## src/pdgc_div.sv

```systemverilog
// pdgc_div: restoring divider, one quotient bit per cycle
// no dependencies; shared by both cell index divisions
`default_nettype none

module pdgc_div #(
    parameter int W = 20
) (
    input  wire logic         aclk,
    input  wire logic         aresetn,
    input  wire logic         start,
    input  wire logic [W-1:0] dividend,
    input  wire logic [W-1:0] divisor,
    output logic              done,
    output logic      [W-1:0] quotient
);

    localparam int CNT_W = $clog2(W + 1);

    logic [W-1:0]     rem_reg, rem_next;
    logic [W-1:0]     quo_reg, quo_next;
    logic [CNT_W-1:0] cnt_reg, cnt_next;
    logic             busy_reg, busy_next;
    logic             done_reg, done_next;
    logic [W:0]       shifted;
    logic [W:0]       trial;
    logic             fits;

    assign shifted = {rem_reg, quo_reg[W-1]};
    assign trial   = shifted - {1'b0, divisor};
    // a zero divisor always fits, so the quotient comes out all ones
    assign fits    = (shifted >= {1'b0, divisor});

    always_comb begin
        rem_next  = rem_reg;
        quo_next  = quo_reg;
        cnt_next  = cnt_reg;
        busy_next = busy_reg;
        done_next = 1'b0;
        if (start) begin
            rem_next  = '0;
            quo_next  = dividend;
            cnt_next  = CNT_W'(W);
            busy_next = 1'b1;
        end else if (busy_reg) begin
            rem_next  = fits ? trial[W-1:0] : shifted[W-1:0];
            quo_next  = {quo_reg[W-2:0], fits};
            cnt_next  = cnt_reg - 1'b1;
            if (cnt_reg == CNT_W'(1)) begin
                busy_next = 1'b0;
                done_next = 1'b1;
            end
        end
    end

    always_ff @(posedge aclk) begin
        if (!aresetn) begin
            busy_reg <= 1'b0;
            done_reg <= 1'b0;
            cnt_reg  <= '0;
        end else begin
            busy_reg <= busy_next;
            done_reg <= done_next;
            cnt_reg  <= cnt_next;
        end
        rem_reg <= rem_next;
        quo_reg <= quo_next;
    end

    assign done     = done_reg;
    assign quotient = quo_reg;

endmodule

`default_nettype wire

```

## config.mk

```make
export PLATFORM = sky130hd
export DESIGN_NAME = pdgc_div
export DESIGN_NICKNAME = d
export VERILOG_FILES = /design/src/pdgc_div.sv
export SDC_FILE = /design/constraint.sdc
export NUM_CORES = 1
export LEC_CHECK = 0
export ABC_CLOCK_PERIOD_IN_PS = 6200
export CAP_MARGIN = 20
export CORE_MARGIN = 2
export CORE_UTILIZATION = 25
export DETAILED_ROUTE_END_ITERATION = 10
export DONT_BUFFER_PORTS = 1
export HOLD_SLACK_MARGIN = 0.12
export PLACE_DENSITY = 0.4
export SLEW_MARGIN = 20
export SYNTH_ARGS = -nofsm -noshare
export SYNTH_HDL_FRONTEND = slang
export SYNTH_SLANG_ARGS = --single-unit
```

## constraint.sdc

```tcl
create_clock -name aclk -period 6.2 [get_ports aclk]
set_input_delay 1.24 -clock aclk [delete_from_list [all_inputs] [get_ports aclk]]
set_output_delay 1.24 -clock aclk [all_outputs]
set_load 0.01 [all_outputs]
```

==> metrics.yaml <==
setup_path:
  cp-start-kind: "primary input"
  reg2reg_from: "quotient[19]"
  worstSetupPathType: "primary input to flop"
  worst_ep_required_time_ps: 6360
  rr_worst_depth: 11
  critPathCaptureType: "flop"
  r2r-end: "rem_reg[14]"
  ff2ff_setup_slack_ps: 3070
  worstPathArrival_ps: 3680
  cp_max_fo: 4
timing:
  max_slew_margin_pct: 33.1
  period_minus_slack_ps: 3520
  drv_slew: 0
  worst_pin_slew_ps: 1000
  rsz0062_at_grt: "false"
  clock_skew_ps: 10.1
  finalSetupTns_ps: 0
  max_freq_ghz: 0.284
  hold_viol_final: 0
  setup_violations: 0
  finalCritPeriodShare_pct: 56.7
synth:
  postSynth.asyncResetShare_pct: 0
  synth-compound-area-share_pct: 18.4
  avgSynthCellArea_um2: 9.55
  yosysSeqAreaShare_pct: 35.8
  synth_top_family_by_area: "compound AO/OA/AOI/OAI gates"
  synth_xor_area_share_pct: 5.53
  synth_adder_area_share_pct: 9.25
  ys.flop_type: "dfxtp_1"
  synthCells: 334
  synth_area_um2: 3190
  synth_nets: 400
  synth_seq_cells: 47
  synthSimpleGateAreaFrac_pct: 13.9
  synth_edf_count: 20
  synth_cell_types: 60
  ys_warn_count: 0
  muxShareOfSynthArea_pct: 11.8
die:
  fp.coreArea_um2: 12500
  start_util_pct: 25.5
  ios: 64
  dieArea_um2: 13700
  rows: 41
  die_w_um: 117
  die_y_um: 117
clocking:
  cts_made_buffers: 5
  cts_tree: "built"
  clk_root_buffer_cell: "clkbuf_16"
  clk_latency_ps: 300
  post_cts_resize_count: 0
  holdBufCountCts: 0
  path_clk_slew_ps: 70
  post_cts_buffers: 0
  cts.path.max_buffers: 2
  cts_sinks: 47
  htree_levels: 2
layout:
  area_growth_pct: 10.3
  drive_gt1_share_pct: 11.8
  antenna_cells: 0
  fill_cells: 1362
  finalNetCount: 395
global_route:
  antenna_found_initial: 0
  grt_pass1_wl_mm: 12.2
  grt_use_total_pct: 11.7
  grt_overflow: 0
  grt_max_degree: 45
  grt_pass1_vias: 2364
pwr:
  clkPwrFrac_pct: 34.3
  total_power_uw: 952
  p_sw_uw: 295
  power_density_nw_per_um2: 270
  seq_power_share_pct: 40.5
  p_comb_share_pct: 25.1
  p_sw_share_pct: 31.0
  cellLeakagePower_uw: 0.00134
  p_int_uw: 657
  vdd.ir_drop.worst_v: 0.000104
routing:
  dr.pass1.iters: 4
  antenna_left: 0
  vias: 2399
  routedWlPerCell_um: 15.3
  remaining_drc_errors: 0
  totalWireLength_mm: 7.70
  drtIter0Drc: 97
  via_per_inst: 4.78
placed_design:
  place_congestion: 0.749
  numPortBuffers: 0
  hpwl_mm: 5.58
min_path:
  hold_start: "cnt_reg[1]"
  hp-class: "flop to flop"
  holdPathEnd: "cnt_reg[1]"
  whs_path_depth: 2
run:
  cap_violations: 0
status:
  status: "complete, no violations"
==> cells in the mapped netlist, drive strengths merged (4+ instances only) <==
cell	n	area share, %
nor2	41	4.8
dfxtp	27	17
inv	26	3.1
ha	22	8.6
mux2	21	7.4
edfxtp	20	19
a211oi	17	4.2
a21oi	16	2.6
mux2i	14	4.4
xnor2	14	4.4
nand2	13	1.5
o21ai	11	2.4
clkbuf	10	1.2
nor3	9	1.4
nand3	8	1.3
o31a	5	1.4
nor2b	4	1.0
nor4	4	0.98
xor2	4	1.1
==> cell type report <==
type / instances / area (um^2) / area share, %
Multi-Input combinational cell: 246 / 1880 / 53.4
Sequential cell: 47 / 1140 / 32.4
Tap cell: 172 / 215 / 6.11
Clock buffer: 5 / 125 / 3.55
Inverter: 28 / 105 / 2.99
Clock inverter: 3 / 46.3 / 1.32
Timing Repair Buffer: 1 / 7.51 / 0.213
==> stage by stage <==
step | instances | area, um^2 | setup WS, ps | hold WS (ps) | util, %
after global routing | 502 | 3520 | 2490 | 521 | 28.1
after CTS | 502 | 3520 | 2700 | 499 | 28.1
final | 502 | 3520 | 2680 | 497 | 28.1
after detailed placement | 494 | 3350 | 2370 | 492 | 26.7
after floorplan | 334 | 3190 | 2640 | 468 | -
after global placement | 494 | 3350 | 2420 | 483 | 26.7
==> worst max path at each step <==
stage | slack, ps | start | end
floorplan | 2640 | divisor[0] | rem_reg[14]
global placement | 2420 | divisor[0] | rem_reg[14]
detailed placement | 2370 | divisor[0] | rem_reg[14]
CTS | 2700 | divisor[0] | rem_reg[14]
global route | 2490 | divisor[6] | rem_reg[11]
finish | 2680 | divisor[0] | rem_reg[14]
==> logic make-up (layout without fill, tap and decap cells) <==
group	after synthesis	in the layout
compound gates	78	78
xor+xnor	18	18
fa+ha+maj	23	23
buf+inv	41	37
flops	47	47
mux	35	35
simple gates	92	92
==> power by group through the flow <==
stage | registers (uW) | clock network, uW | logic [uW]
finish | 386 | 327 | 239
global route | 390 | 353 | 268
CTS | 386 | 341 | 242
detailed placement | 393 | 0 | 240
global placement | 394 | 0 | 240
floorplan | 385 | 0 | 206
==> critical path, stage by stage <==
cell and delay, ps:
ha_1 230, fa_1 410, nand2b_1 190, a21oi_2 200, o221ai_1 190, a2111oi_2 410, o2111ai_1 210, mux2_1 360
o21ai_1 130, a311oi_1 100
==> cells in the final DEF, fill, tap and decap left out, types with 3 or more instances in the layout <==
cell type	n
nor2_1	41
dfxtp_1	27
inv_1	26
ha_1	22
mux2_2	20
edfxtp_1	20
a211oi_1	16
a21oi_1	15
mux2i_1	14
nand2_1	13
xnor2_1	13
nor3_1	9
nand3_1	8
o31a_1	5
o21ai_0	5
clkbuf_16	5
xor2_1	4
o21ai_1	4
nand4_1	3
nor2b_1	3
nor4_1	3
a21boi_0	3
o21bai_1	3
nand2b_1	3
==> per-layer routing <==
layer | track usage (%) | routed length, um
met5 | 0 | 0
met4 | 3.84 | 119
met3 | 3.50 | 312
met2 | 17.7 | 3450
met1 | 15.9 | 3820
No activity file was read; power rests on OpenSTA's default activity.
