<file path="config.mk">
export PLATFORM = sky130hd
export DESIGN_NAME = pdgc_sqdiff
export DESIGN_NICKNAME = d
export VERILOG_FILES = /design/src/pdgc_sqdiff.sv
export SDC_FILE = /design/constraint.sdc
export NUM_CORES = 1
export LEC_CHECK = 0
export BUFFER_PORTS_ARGS = -buffer_cell sky130_fd_sc_hd__buf_2
export CORE_UTILIZATION = 50
export CTS_CLUSTER_DIAMETER = 30
export DETAILED_ROUTE_END_ITERATION = 10
export MAX_ROUTING_LAYER = met4
export PLACE_DENSITY_LB_ADDON = 0.2
export SLEW_MARGIN = 0
export SYNTH_ARGS = -nofsm -noshare
export SYNTH_HDL_FRONTEND = slang
export SYNTH_SLANG_ARGS = --single-unit
</file>
<file path="constraint.sdc">
create_clock -name aclk -period 14.7 [get_ports aclk]
set_input_delay 0.735 -clock aclk [delete_from_list [all_inputs] [get_ports aclk]]
set_output_delay 0.735 -clock aclk [all_outputs]
set_load 0.03 [all_outputs]
</file>
<file path="src/pdgc_sqdiff.sv">
// pdgc_sqdiff: squared absolute difference with a registered product
// no dependencies; shared by the limit and all neighbor distance terms
`default_nettype none

module pdgc_sqdiff #(
    parameter int W = 20
) (
    input  wire logic           aclk,
    input  wire logic [W-1:0]   a,
    input  wire logic [W-1:0]   b,
    output logic      [2*W-1:0] sq
);

    logic [W-1:0] diff;

    assign diff = (a > b) ? (a - b) : (b - a);

    always_ff @(posedge aclk) begin
        sq <= (2*W)'(diff) * (2*W)'(diff);
    end

endmodule

`default_nettype wire

</file>
==> out/metrics.yaml, run 1 <==
endpoint_kind: "flop"
dieArea_um2: 29440
cp_data_arrival_time_ns: 11.07
finalSetupTns_ns: 0
worstPathRequired_ns: 14.94
largest_reg_flops: 39
cap_viol_max_count: 0
synth.distinct_cells: 70
period_minus_slack_ns: 10.83
wirelength_mm: 35.52
rows: 61
syn-num-nets: 2125
start_util_pct: 51.34
routed_via_density: 5.358
syn_to_final_growth_pct: 6.543
ctsHoldBuffers: 0
drc_errors: 0
crit_type: "in -> reg"
routedWlPerCell_um: 17.38
rsz0062_at_grt: "false"
design_area_um2: 15320
synth_seq_cells: 39
setup_viol: 0
async_flop_share_pct: 0
critPathLaunchType: "input port"
tightest_slew_ns: 1.182
cts_tree: "yes"
netlist_area_um2: 14380
antenna_found_initial: 0
portBuffers: 79
grt_pass1_wl_mm: 58.57
first_pass_iters: 6
status: "complete, no violations"
worst_slack_ns: 3.865
numCtsBuffers: 5
synth-seq-area-share_pct: 5.429
hold_path_depth: 3
cp_max_fo: 11
netlist_instances: 1613
cpMaxStageDelayCell: "xor2_1"
critPathMaxStageDelay_ns: 0.91
synth-edff-count: 0
grt_max_degree: 24
fmax_ghz: 0.09229
maxSlewHeadroom_pct: 20.92
pre_cts_slack_ns: 3.642
final_max_slew_viol_count: 0
post_dp_cell_area_um2: 15150
largest_register: "sq"
post_cts_buffers: 0
grt_pass1_vias: 11684
ys.flop_type: "dfxtp_1"
synth_area_per_cell_um2: 8.916
die_h_um: 171.6
clk_path_buf_depth: 2
gr-total-overflow: 0
die_x_um: 171.6
clk_pin_slew_ns: 0.06
grt_use_total_pct: 26.91
dpl.hpwl_mm: 30.11
nNetsFinal: 2177
dr.first_iter.drc_count: 730
dp_cells: 2036
via_count: 10951
core_um2: 28010
ant_nets: 0
post-route-period-util_pct: 73.71
fin_cells: 2044
cts_resized: 0
gp_congestion: 0.9517
num_io_pins: 81
ys_warn_count: 0
root_buffer: "clkbuf_16"
antennaDiodeCount: 0
cts_sinks: 39
hold_path_class: "in -> reg"
htree_levels: 2
top_regs: "sq: 39 flops"
nFillCells: 2660
drive_gt1_share_pct: 8.703
hold_viol_final: 0
-- layout make-up --
class                      count  area, um^2  area share [%]
multi-input combinational   1131       11910           77.70
inverter                     392        1471           9.603
sequential                    39       780.7           5.096
timing repair buffer          96       523.0           3.413
tap                          378       473.0           3.087
clock buffer                   5       125.1          0.8166
clock inverter                 3       43.79          0.2858
-- cell families (layout without fill, tap and decap cells) --
family | after synthesis | in the layout | share of synthesized area [%]
multiplexers | 7 | 7 | 0.5481
buffers and inverters | 443 | 496 | 11.84
flip-flops | 39 | 39 | 5.429
other | 1 | 1 | 0.02608
AND/OR/NAND/NOR | 340 | 340 | 10.28
adder cells (fa/ha/maj) | 472 | 472 | 55.66
XOR/XNOR | 75 | 75 | 4.985
AO/OA/AOI/OAI | 236 | 236 | 11.22
-- critical path: cells and delay by family --
family,cells,cell delay [ns]
xor gates and xnor gates,2,1.05
muxes,1,0.40
adders and majority gates,9,3.78
buffers and inverters,6,0.89
AOI/OAI and AO/OA,11,3.08
and+or+nand+nor,5,1.12
-- cells in the final DEF, fill, tap and decap left out, types with 14 or more instances in the layout --
master / netlist / layout
o21ai_0: 33 / 33
xor2_1: 28 / 28
dfxtp_1: 39 / 39
xnor2_1: 39 / 38
nor2_1: 112 / 112
o21a_1: 17 / 17
nand3_1: 14 / 14
fa_1: 280 / 280
a21oi_1: 61 / 61
nand2_1: 142 / 142
buf_2: 20 / 79
inv_1: 379 / 379
ha_1: 191 / 191
a21o_1: 43 / 43
buf_4: 2 / 17
-- cells in the mapped netlist (5+ instances only) --
cell type  number  area, um^2
o21bai_1       10       75.07
a21o_1         43       322.8
clkbuf_1       28       105.1
inv_1         379        1423
fa_1          280        5605
a21oi_1        61       305.3
nor2_1        112       420.4
o21ai_0        33       165.2
and2_1         11       68.82
xnor2_1        39       341.6
a31oi_1        12       75.07
o21a_1         17       127.6
and3_1          6       37.54
nand2b_1       11       68.82
ha_1          191        2390
nand2_1       142       533.0
nand3_1        14       70.07
inv_2          12       45.04
nor3_1         10       50.05
buf_2          20       100.1
a211oi_1        6       45.04
nand4_1        13       81.33
a221o_1         5       50.05
o211ai_1        7       52.55
dfxtp_1        39       780.8
xor2_1         28       245.2
nor2b_1         6       37.54
-- through the flow --
step	util, %	hold WS, ns
after global routing	54.70	1.481
after detailed placement	54.10	1.168
final	54.70	1.419
after CTS	54.70	1.430
after floorplan	-	1.108
after global placement	54.10	1.170
-- layer usage --
layer  global-route usage [%]  vias up  share of wire, %
li1                         -     5094                 -
met1                    32.92     5459                41
met5                        -        -                 0
met3                    3.290       61               5.5
met2                    46.05      337                50
met4                    9.006        0               3.0
-- final timing paths --
check  startpoint        endpoint
max         a[17]  sq[37]$_DFF_P_
min          b[0]   sq[0]$_DFF_P_
Power of run 1 is left out: the tool's default activity adds up to more than one toggle a clock period on the data nets, which glitch-free logic cannot reach.
==> run 2: changes to the inputs <==
--- a/config.mk
+++ b/config.mk
@@ -5,6 +5,7 @@
 export SDC_FILE = /design/constraint.sdc
 export NUM_CORES = 1
 export LEC_CHECK = 0
+export ABC_AREA = 1
 export BUFFER_PORTS_ARGS = -buffer_cell sky130_fd_sc_hd__buf_2
 export CORE_UTILIZATION = 50
 export CTS_CLUSTER_DIAMETER = 30
==> constraint.sdc (replaced) <==
create_clock -name aclk -period 10.48 [get_ports aclk]
set_input_delay 0.524 -clock aclk [delete_from_list [all_inputs] [get_ports aclk]]
set_output_delay 0.524 -clock aclk [all_outputs]
set_load 0.03 [all_outputs]
==> out/metrics.yaml, run 2 <==
status: "complete, no violations"
gr-total-overflow: 0  # unchanged
antennaDiodeCount: 0  # unchanged
netlist_area_um2: 15090  # +4.9%
dr.first_iter.drc_count: 767  # +5.1%
htree_levels: 2  # unchanged
syn-num-nets: 2407  # +13%
synth-compound-area-share_pct: 7.495  # -3.7 points
holdWs_ns: 0.7568  # -0.6627 ns
cp_data_arrival_time_ns: 9.62  # -1.45 ns
yosys-top-cells-area: "fa_1 (37%), ha_1 (16%), inv_1 (12%), nand2_1 (7.1%), dfxtp_1 (5.2%)"
synth_xor_area_share_pct: 4.734  # -0.25 points
worstPathRequired_ns: 10.66  # -4.28 ns
synth_seq_cells: 39  # unchanged
ctsHoldBuffers: 0  # unchanged
ys_warn_count: 0  # unchanged
crit_top_cell: "fa_1"
root_buffer: "clkbuf_16"
synthAdderAreaFrac_pct: 52.98  # -2.7 points
synth-seq-area-share_pct: 5.174  # -0.26 points
synth_area_per_cell_um2: 7.963  # -11%
cts_tree: "yes"
ant_nets: 0  # unchanged
final_max_slew_viol_count: 0  # unchanged
grt_pass1_vias: 13289  # +14%
yosys.area.top_type: "fa_1"
nNetsFinal: 2475  # +14%
yosys-top-cells-count: "inv_1 (486), nand2_1 (287), fa_1 (280)"
tightest_slew_ns: 0.9546  # -0.2276 ns
first_pass_iters: 6  # unchanged
via_count: 12283  # +12%
antenna_found_initial: 0  # unchanged
period_minus_slack_ns: 9.435
top_regs: "sq: 39 flops"
die_h_um: 175.7  # +2.4%
grt_max_degree: 23  # -4.2%
core_um2: 29640  # +5.8%
routedWlPerCell_um: 17.10  # -1.6%
most-common-layout-cells: "inv_1 (486), nand2_1 (287), fa_1 (280)"
yosysMostFrequentCell: "inv_1"
finalSetupTns_ns: 0  # unchanged
syn_to_final_growth_pct: 6.310
synth_mux_area_share_pct: 0.1824  # -0.37 points
dpl.hpwl_mm: 35.22  # +17%
clk_pin_slew_ns: 0.08  # +0.02 ns
hold_viol_final: 0  # unchanged
fmax_ghz: 0.1060
cts_resized: 0  # unchanged
netlist_instances: 1895  # +17%
largest_register: "sq"
routed_via_density: 5.218  # -2.6%
critPathLaunchType: "input port"
critPathMaxStageDelay_ns: 0.56  # -0.35 ns
grt_use_total_pct: 28.91  # +2.0 points
synth_top_area_share_pct: 37.14  # -1.8 points
post-route-period-util_pct: 90.03
drc_errors: 0  # unchanged
drive_gt1_share_pct: 8.198  # -0.51 points
cts_sinks: 39  # unchanged
ys.flop_type: "dfxtp_1"
die_x_um: 175.7  # +2.4%
largest_reg_flops: 39  # unchanged
endpoint_kind: "flop"
cpMaxStageDelayCell: "fa_1"
start_util_pct: 50.92  # -0.43 points
synth_top_family_by_area: "adder cells"
rows: 63  # +3.3%
portBuffers: 79  # unchanged
maxSlewHeadroom_pct: 35.69  # +15 points
critPathTopFamily: "adder cells"
crit_type: "in -> reg"
num_io_pins: 81  # unchanged
synthSimpleGateAreaFrac_pct: 15.71  # +5.4 points
numCtsBuffers: 5  # unchanged
post_cts_buffers: 0  # unchanged
dieArea_um2: 30880  # +4.9%
gp_congestion: 0.9869  # +3.7%
synth-edff-count: 0  # unchanged
final_common_cell: "inv_1"
setup_viol: 0  # unchanged
rsz0062_at_grt: "false"
clk_path_buf_depth: 2  # unchanged
post-route-util_pct: 54.13  # -0.57 points
wirelength_mm: 40.25  # +13%
worst-path-buf-inv: 9  # +3
cp_max_fo: 22  # +11
grt_pass1_wl_mm: 66.77  # +14%
async_flop_share_pct: 0  # unchanged
cap_viol_max_count: 0  # unchanged
hold_path_class: "in -> reg"
synth.distinct_cells: 49  # -30%
[run 2: kinds of logic after synthesis]
family                   Yosys count
other                              1
XOR/XNOR                          79
buffers and inverters            531
AND/OR/NAND/NOR                  577
multiplexers                       2
flip-flops                        39
AO/OA/AOI/OAI                    195
adder cells (fa/ha/maj)          471
[run 2: worst paths after layout]
check,from,endpoint,slack [ns],depth (start not counted)
min,b[0],sq[0]$_DFF_P_,0.76,3
max,a[0],sq[34]$_DFF_P_,1.04,36
[run 2: area by class of cell]
type	count	area (um^2)
Clock buffer	5	125.1
Clock inverter	3	43.79
Fill cell	2970	13600
Inverter	502	1884
Multi-Input combinational cell	1325	12240
Sequential cell	39	780.7
Tap cell	390	488.0
Timing Repair Buffer	90	478.0
[run 2: metal layers]
metal	track usage [%]	wire length [um]	vias up
met5	-	0	-
met4	8.986	1350	0
met3	3.506	2206	85
met2	51.15	20420	377
met1	34.12	16270	6044
li1	-	-	5777
[run 2: stage by stage]
| step | area (um^2) | instances | setup slack [ns] |
|---|---|---|---|
| after global routing | 16040 | 2354 | 0.4057 |
| after CTS | 16040 | 2354 | 1.118 |
| after detailed placement | 15870 | 2346 | 0.8063 |
| after floorplan | 15090 | 1895 | 2.450 |
| final | 16040 | 2354 | 1.045 |
| after global placement | 15870 | 2346 | 0.9390 |
[run 2: tightest hold or removal path, stage by stage]
cell	delay (ns)
buf_2	0.09
ha_1	0.18
inv_1	0.17
Power of run 2 is left out for the same reason.
==> run 3: changes to the inputs <==
--- a/config.mk
+++ b/config.mk
@@ -6,8 +6,8 @@
 export NUM_CORES = 1
 export LEC_CHECK = 0
 export ABC_AREA = 1
-export BUFFER_PORTS_ARGS = -buffer_cell sky130_fd_sc_hd__buf_2
-export CORE_UTILIZATION = 50
+export BUFFER_PORTS_ARGS = -buffer_cell sky130_fd_sc_hd__buf_4
+export CORE_UTILIZATION = 55
 export CTS_CLUSTER_DIAMETER = 30
 export DETAILED_ROUTE_END_ITERATION = 10
 export MAX_ROUTING_LAYER = met4
==> out/metrics.yaml, run 3 (same netlist as run 2, synthesis figures left out) <==
status: "complete, no violations"
dr_wl_met2_mm: 19.85  # -2.8%
critPathLaunchType: "input port"
die_h_um: 167.6  # -4.6%
final_max_slew_viol_count: 0  # unchanged
grt_pass1_vias: 13370  # +0.61%
worst-path-buf-inv: 9  # unchanged
top_regs: "sq: 39 flops"
root_buffer: "clkbuf_16"
portBuffers: 79  # unchanged
rsz0062_at_grt: "false"
critPathMaxStageDelay_ns: 0.54  # -0.02 ns
gr-total-overflow: 0  # unchanged
drc_errors: 0  # unchanged
antenna_found_initial: 0  # unchanged
endpoint_kind: "flop"
antennaDiodeCount: 0  # unchanged
period_minus_slack_ns: 9.390  # -0.04525 ns
start_util_pct: 55.99  # +5.1 points
cp_data_arrival_time_ns: 9.57  # -0.05 ns
nNetsFinal: 2477  # +0.081%
crit_path_start: "a[0]"
dpl.hpwl_mm: 35.41  # +0.52%
wl_met3_mm: 2.375  # +7.7%
worstPathRequired_ns: 10.66  # about the same
routed_via_density: 5.322  # +2.0%
numCtsBuffers: 5  # unchanged
setup_viol: 0  # unchanged
grt_max_degree: 23  # unchanged
cts_resized: 0  # unchanged
post_cts_buffers: 0  # unchanged
ant_nets: 0  # unchanged
grt_use_total_pct: 31.59  # +2.7 points
largest_register: "sq"
cap_viol_max_count: 0  # unchanged
dr.first_iter.drc_count: 829  # +8.1%
num_io_pins: 81  # unchanged
hold_viol_final: 0  # unchanged
hold_path_class: "in -> reg"
largest_reg_flops: 39  # unchanged
wl_met1_mm: 16.35  # +0.46%
grt_pass1_wl_mm: 66.41  # -0.54%
tightest_slew_ns: 0.8708  # -0.08383 ns
final_common_cell: "inv_1"
fmax_ghz: 0.1065  # +0.48%
maxSlewHeadroom_pct: 41.34  # +5.6 points
ctsHoldBuffers: 0  # unchanged
drive_gt1_share_pct: 8.291  # +0.093 points
crit_type: "in -> reg"
maxUsedRoutingLayer: "met4"
hold_start: "b[0]"
post-route-period-util_pct: 89.60  # -0.43 points
core_um2: 26950  # -9.1%
cp_max_fo: 22  # unchanged
critPathTopFamily: "adder cells"
most-common-layout-cells: "inv_1 (486), nand2_1 (287), fa_1 (280)"
cts_sinks: 39  # unchanged
wirelength_mm: 40.29  # about the same
cts_tree: "yes"
die_x_um: 167.6  # -4.6%
gp_congestion: 0.9597  # -2.8%
clk_path_buf_depth: 2  # unchanged
rows: 60  # -4.8%
first_pass_iters: 5  # -1
syn_to_final_growth_pct: 7.313
finalSetupTns_ns: 0  # unchanged
routedWlPerCell_um: 17.46  # +2.1%
clk_pin_slew_ns: 0.06  # -0.02 ns
cpMaxStageDelayCell: "fa_1"
dieArea_um2: 28100  # -9.0%
via_count: 12278  # -0.041%
htree_levels: 2  # unchanged
crit_top_cell: "fa_1"
## run 3: changes by cell type in the layout (fill, tap and decap cells not counted)
cell / change
buf_2: -79
buf_4: +81
## run 3: worst paths after layout
kind                  slack (ns)  cells after the start             end
worst max-delay path        1.09                     36  sq[34]$_DFF_P_
worst min-delay path        0.77                      3   sq[0]$_DFF_P_
## run 3: per-stage QoR
stage	cell area (um^2)	worst slack [ns]	util [%]	hold WS [ns]	cells
after floorplan	15090	2.450	-	0.8968	1895
after global placement	16030	1.155	59.46	0.9523	2299
after detailed placement	16030	0.8432	59.46	0.9523	2299
after CTS	16190	1.173	60.09	0.7555	2307
after global routing	16190	0.4278	60.09	0.7690	2307
final	16190	1.090	60.09	0.7711	2307
## run 3: final cells by class
class	count	area, um^2
Clock buffer	5	125.1
Clock inverter	3	43.79
Tap cell	341	426.7
Fill cell	2521	10760
Inverter	502	1884
Sequential cell	39	780.7
Multi-Input combinational cell	1325	12240
Timing Repair Buffer	92	690.7
## run 3: layer usage
layer / vias to the layer above / GRT usage (%)
met5: - / -
met1: 6025 / 37.42
met2: 369 / 53.99
met4: 0 / 12.37
met3: 104 / 4.822
li1: 5780 / -
Power of run 3 is left out for the same reason.
